**config.mk**
```make
export PLATFORM = sky130hd
export DESIGN_NAME = pstbq_ram
export DESIGN_NICKNAME = d
export VERILOG_FILES = /design/src/pstbq_ram.sv
export SDC_FILE = /design/constraint.sdc
export NUM_CORES = 2
export LEC_CHECK = 0
export ABC_AREA = 0
export BUFFER_PORTS_ARGS = -buffer_cell sky130_fd_sc_hd__buf_2
export CAP_MARGIN = 10
export CORE_MARGIN = 8
export CORE_UTILIZATION = 57
export DETAILED_ROUTE_END_ITERATION = 6
export GPL_TIMING_DRIVEN = 1
export PLACE_DENSITY = 0.76
export SYNTH_ARGS = -nofsm -noshare
export SYNTH_HDL_FRONTEND = slang
export SYNTH_SLANG_ARGS = --single-unit
export TNS_END_PERCENT = 1
```
**constraint.sdc**
```tcl
create_clock -name clk -period 7.2 [get_ports clk]
set_input_delay 1.44 -clock clk [delete_from_list [all_inputs] [get_ports clk]]
set_output_delay 1.44 -clock clk [all_outputs]
set_load 0.005 [all_outputs]
```
**src/pstbq_ram.sv**
```systemverilog
// Generic RAM: one write port, one read port with registered read data.
module pstbq_ram #(
	parameter int WIDTH = 64,
	parameter int DEPTH = 64
) (
	input  logic                     clk,
	input  logic                     we,
	input  logic [$clog2(DEPTH)-1:0] waddr,
	input  logic [WIDTH-1:0]         wdata,
	input  logic                     re,
	input  logic [$clog2(DEPTH)-1:0] raddr,
	output logic [WIDTH-1:0]         rdata
);

	logic [WIDTH-1:0] mem [DEPTH];

	// Write the array, register the read word
	always_ff @(posedge clk) begin
		if (we) begin
			mem[waddr] <= wdata;
		end
		if (re) begin
			rdata <= mem[raddr];
		end
	end

endmodule

```
After elaboration in Yosys (flattened, before gate mapping)
Memories as Yosys holds them, arrays and structs flattened. A register that Yosys moved wholly into a read port is not among the register bits. Index checks and enable logic that the tools add are counted.

Register bits: 0. RAM bits: 4096. Bits of input ports: 79. Output and inout port bits: 64. Word-level logic and storage cells: 3. Memories: 1.

Memories: mem (words 64, bits a word 64, read ports 1, clocked after memory_dff 1, write ports 1, RTL line 15) `logic [WIDTH-1:0] mem [DEPTH];`.

Mux-type cells: 2.

Operators with widths (number): $mux W1 (2).

Depth between registers and ports, before layout
Depth after elaboration: 2. Depth in mapped cells: 9. Depth with buffers taken out: 5.

Worst setup path before layout
OpenSTA, ideal clock, no wires.

Path kind: input-to-reg. From: input waddr[3]. To: memory mem[48][0] (enable). Setup time: 0.564 ns. Arrival: 6.312 ns. Required time: 6.636 ns. Path slack: 0.324 ns. Cell stages on the path: 4. Path buffers: 1. Cells stage by stage: clkbuf_1 > nor2b_1 > nand4b_1 > nor3_1.

RTL lines: start, declared (RTL line 8) `input logic [$clog2(DEPTH)-1:0] waddr,`; end, declared (RTL line 15).

Straight into the memory's write port.

==> impl_metrics.csv <==
group,metric,value,unit
route,vias_per_cell,7.216,
status,status,"completed",
worst_setup_path,crit_path_max_fanout,69,
worst_setup_path,endpoint,"rdata[32]$_DFFE_PP_",
die,die_x,540.8,um
timing,skew,78.74,ps
worst_setup_path,r2r_end,"rdata[1]$_DFFE_PP_",
synthesis,ys_warn_count,0,
power,switching_share,21.14,%
worst_setup_path,path_common_cell,"o22ai_1",
clock_network,clk_latency,940,ps
timing,fmax,0.2615,GHz
worst_setup_path,path_cells,"buf_8 > buf_4 > or2_2 > o22ai_1 > o22ai_1 > and3_1",
power,ir_drop,0.2598,mV
clock_network,cts_max_level,5,
timing,whs,905.9,ps
worst_setup_path,cp_num_cells,6,
power,p_int,39.07,mW
global_routing,grt_pass1_vias,79600,
final_layout,fill_cells,16620,
worst_setup_path,cp.arrival,4600,ps
die,fp-row-count,192,
synthesis,syn_area,157000,sq um
route,antenna_left,0,
worst_setup_path,cp_slowest_cell,"buf_4",
route,dr.first_iter.drc_count,12960,
worst_setup_path,critical_path_class,"input pin to register",
timing,setup_tns,0,ps
route,drcViolationCount,0,
clock_network,cts_num_sinks,4160,
worst_setup_path,critical_path_buf_inv_count,2,
synthesis,yosys_register_bits,4160,
route,vias,78430,
clock_network,ctsHoldBuffers,0,
timing,drv_slew,0,
power,sequentialPowerShare,54.5,%
timing,tightest_slew,1307,ps
clock_network,cts_root_buf,"clkbuf_16",
clock_network,postCtsSetupBuffers,0,
synthesis,ys_seq_area_share,79.57,%
power,combPwrFrac,4.5,%
die,die_area,292500,sq um
die,coreArea,273900,sq um
timing,relSlewSlack,12.86,%
route,wl_per_cell,40.10,um
worst_setup_path,rrSetupSlack,4940,ps
final_layout,synthToLayoutAreaGrowth,11.86,%
worst_setup_path,required,7970,ps
clock_network,cts_tree,"yes",
clock_network,clkTransAtPathRegs,60,ps
placed_design,port_buffers,142,
global_routing,grt_usage,29.38,%
timing,setup_viol,0,
worst_setup_path,critPathLaunchType,"input pin",
worst_setup_path,reg2regPathDepth,5,
worst_setup_path,path_delay_family,"buffers and inverters",
global_routing,grt_pass1_wl,606.3,mm
synthesis,syn_inst,6598,
timing,fin_crit_sh,53.10,%
worst_setup_path,cp-end-kind,"register",
placed_design,routabilityCongestion,0.8120,
synthesis,synth_nets,6677,
final_layout,final_cell_mix,"4,160 x edfxtp_1, 1,024 x mux4_2, 398 x clkbuf_16",
clock_network,post_cts_resized,0,
route,drt-total-wl,435.9,mm
power,p_per_area,282.1,nW/um^2
global_routing,grt_max_degree,148,
clock_network,cts_buffers,395,
synthesis,synth_flop_cell,"edfxtp_1",
timing,hold_violations,0,
power,p_sw,10.47,mW
die,die_height,540.8,um
synthesis,async_reset_ff_share,0,%
min_path,hold_path.class,"register to register",
final_layout,regArea,124900,sq um
global_routing,grt_overflow,0,
worst_setup_path,startpoint,"raddr[1]",
synthesis,synth_edf_count,4160,
final_layout,drive_above_1_share,27.35,%
power,power_leakage,54.42,nW
clock_network,max-clock-path-buffers,4,
worst_setup_path,cpPeakStageDelay,700,ps
die,start_util,57.32,%
route,dr.pass1.iters,5,
timing,fin_crit,3824,ps
worst_setup_path,r2r_start,"mem[58][1]$_DFFE_PP_",
final_layout,nets,7026,
final_layout,multi_input_area,30780,sq um
timing,rsz0062_at_grt,"false",
synthesis,yosysUniqueCellTypes,32,
placed_design,place_hpwl,213.1,mm
synthesis,synth.avg_cell_area,23.79,sq um
flow_run,cap_violations,0,
power,clockPowerShare,41.0,%
global_routing,antenna_found_initial,34,
die,io_pins,143,
final_layout,final_common_cell,"edfxtp_1",
[layer usage]
| metal | GRT usage, % | share of wire (%) | wire length [um] |
|---|---|---|---|
| met5 | 0 | 0.033 | 145 |
| met1 | 37.69 | 33 | 141700 |
| met3 | 7.760 | 13 | 58280 |
| met2 | 47.38 | 48 | 211300 |
| met4 | 14.16 | 5.6 | 24410 |
[final cells by class]
| cell class | instances | share of cell area [%] |
|---|---|---|
| antenna | 22 | 0.03135 |
| sequential | 4160 | 71.13 |
| multi-input combinational | 2049 | 17.53 |
| timing repair buffer | 322 | 1.623 |
| tap | 3589 | 2.557 |
| inverter | 19 | 0.04061 |
| clock inverter | 216 | 1.215 |
| clock buffer | 492 | 5.872 |
[synth_stat cells, types with 2 or more instances]
| master | number | area (sq um) |
|---|---|---|
| a22oi_1 | 168 | 1261 |
| mux2i_1 | 135 | 1351 |
| edfxtp_1 | 4160 | 124900 |
| a2bb2oi_1 | 19 | 166.4 |
| nor2_1 | 112 | 420.4 |
| a22o_1 | 88 | 770.7 |
| mux4_2 | 1024 | 23060 |
| nor2b_1 | 28 | 175.2 |
| inv_1 | 19 | 71.32 |
| buf_6 | 6 | 67.56 |
| and2_1 | 3 | 18.77 |
| nand3b_1 | 2 | 15.01 |
| buf_2 | 170 | 850.8 |
| nor3_1 | 2 | 10.01 |
| o221ai_1 | 38 | 332.8 |
| nand2b_1 | 11 | 68.82 |
| buf_4 | 34 | 255.2 |
| nand3_1 | 45 | 225.2 |
| nand2_1 | 58 | 217.7 |
| and3_1 | 64 | 400.4 |
| or3_1 | 29 | 181.4 |
| clkbuf_1 | 140 | 525.5 |
| o22ai_1 | 83 | 519.3 |
| a41oi_1 | 26 | 227.7 |
| a211oi_1 | 63 | 473.0 |
| buf_1 | 20 | 75.07 |
| or2_2 | 28 | 175.2 |
| a31oi_1 | 18 | 112.6 |
| nand4_1 | 2 | 12.51 |
[worst min-delay path, delay by kind of cell (launching register included)]
kind	cells	cell delay, ps
AO/OA/AOI/OAI	1	60
flip-flops	1	310
multiplexers	1	220
AND/OR/NAND/NOR	2	220
[metrics by stage]
step	utilization, %	area [sq um]	total power [mW]	std cells	setup WS, ps
final	64.12	175600	49.54	10870	3377
after global routing	64.12	175600	50.59	10860	3366
after CTS	64.10	175600	49.59	10850	3514
after detailed placement	59.56	163100	29.68	10140	2565
after global placement	59.56	163100	29.62	10140	2600
after floorplan	-	157000	28.68	6598	324.0
[cell families after synthesis]
family          count (synthesis)  synth area share (%)
compound gates                504                 2.467
buf+inv                       389                 1.176
flops                        4160                 79.57
mux                          1159                 15.55
simple gates                  386                 1.235
[worst min path at each step]
| stage | start | end | depth (start not counted) |
|---|---|---|---|
| 2_1_floorplan | mem[30][61]$_DFFE_PP_ | rdata[61]$_DFFE_PP_ | 4 |
| 3_3_place_gp | mem[60][32]$_DFFE_PP_ | rdata[32]$_DFFE_PP_ | 4 |
| 3_5_place_dp | mem[63][48]$_DFFE_PP_ | rdata[48]$_DFFE_PP_ | 4 |
| 4_1_cts | mem[46][63]$_DFFE_PP_ | rdata[63]$_DFFE_PP_ | 4 |
| 5_1_grt | mem[63][48]$_DFFE_PP_ | rdata[48]$_DFFE_PP_ | 4 |
| 6_report | mem[46][63]$_DFFE_PP_ | rdata[63]$_DFFE_PP_ | 4 |
[power groups by stage]
stage | registers [mW] | logic, mW | clock network, mW
6_report | 27.0 | 2.24 | 20.3
5_1_grt | 27.0 | 2.33 | 21.3
4_1_cts | 27.0 | 2.22 | 20.4
3_5_place_dp | 27.5 | 2.19 | 0
3_3_place_gp | 27.5 | 2.13 | 0
2_1_floorplan | 27.4 | 1.25 | 0
[state kept, by name (all words and copies together) (netlist names)]
register and flops:
mem 4096, rdata 64
No activity file was read; power rests on OpenSTA's default activity.
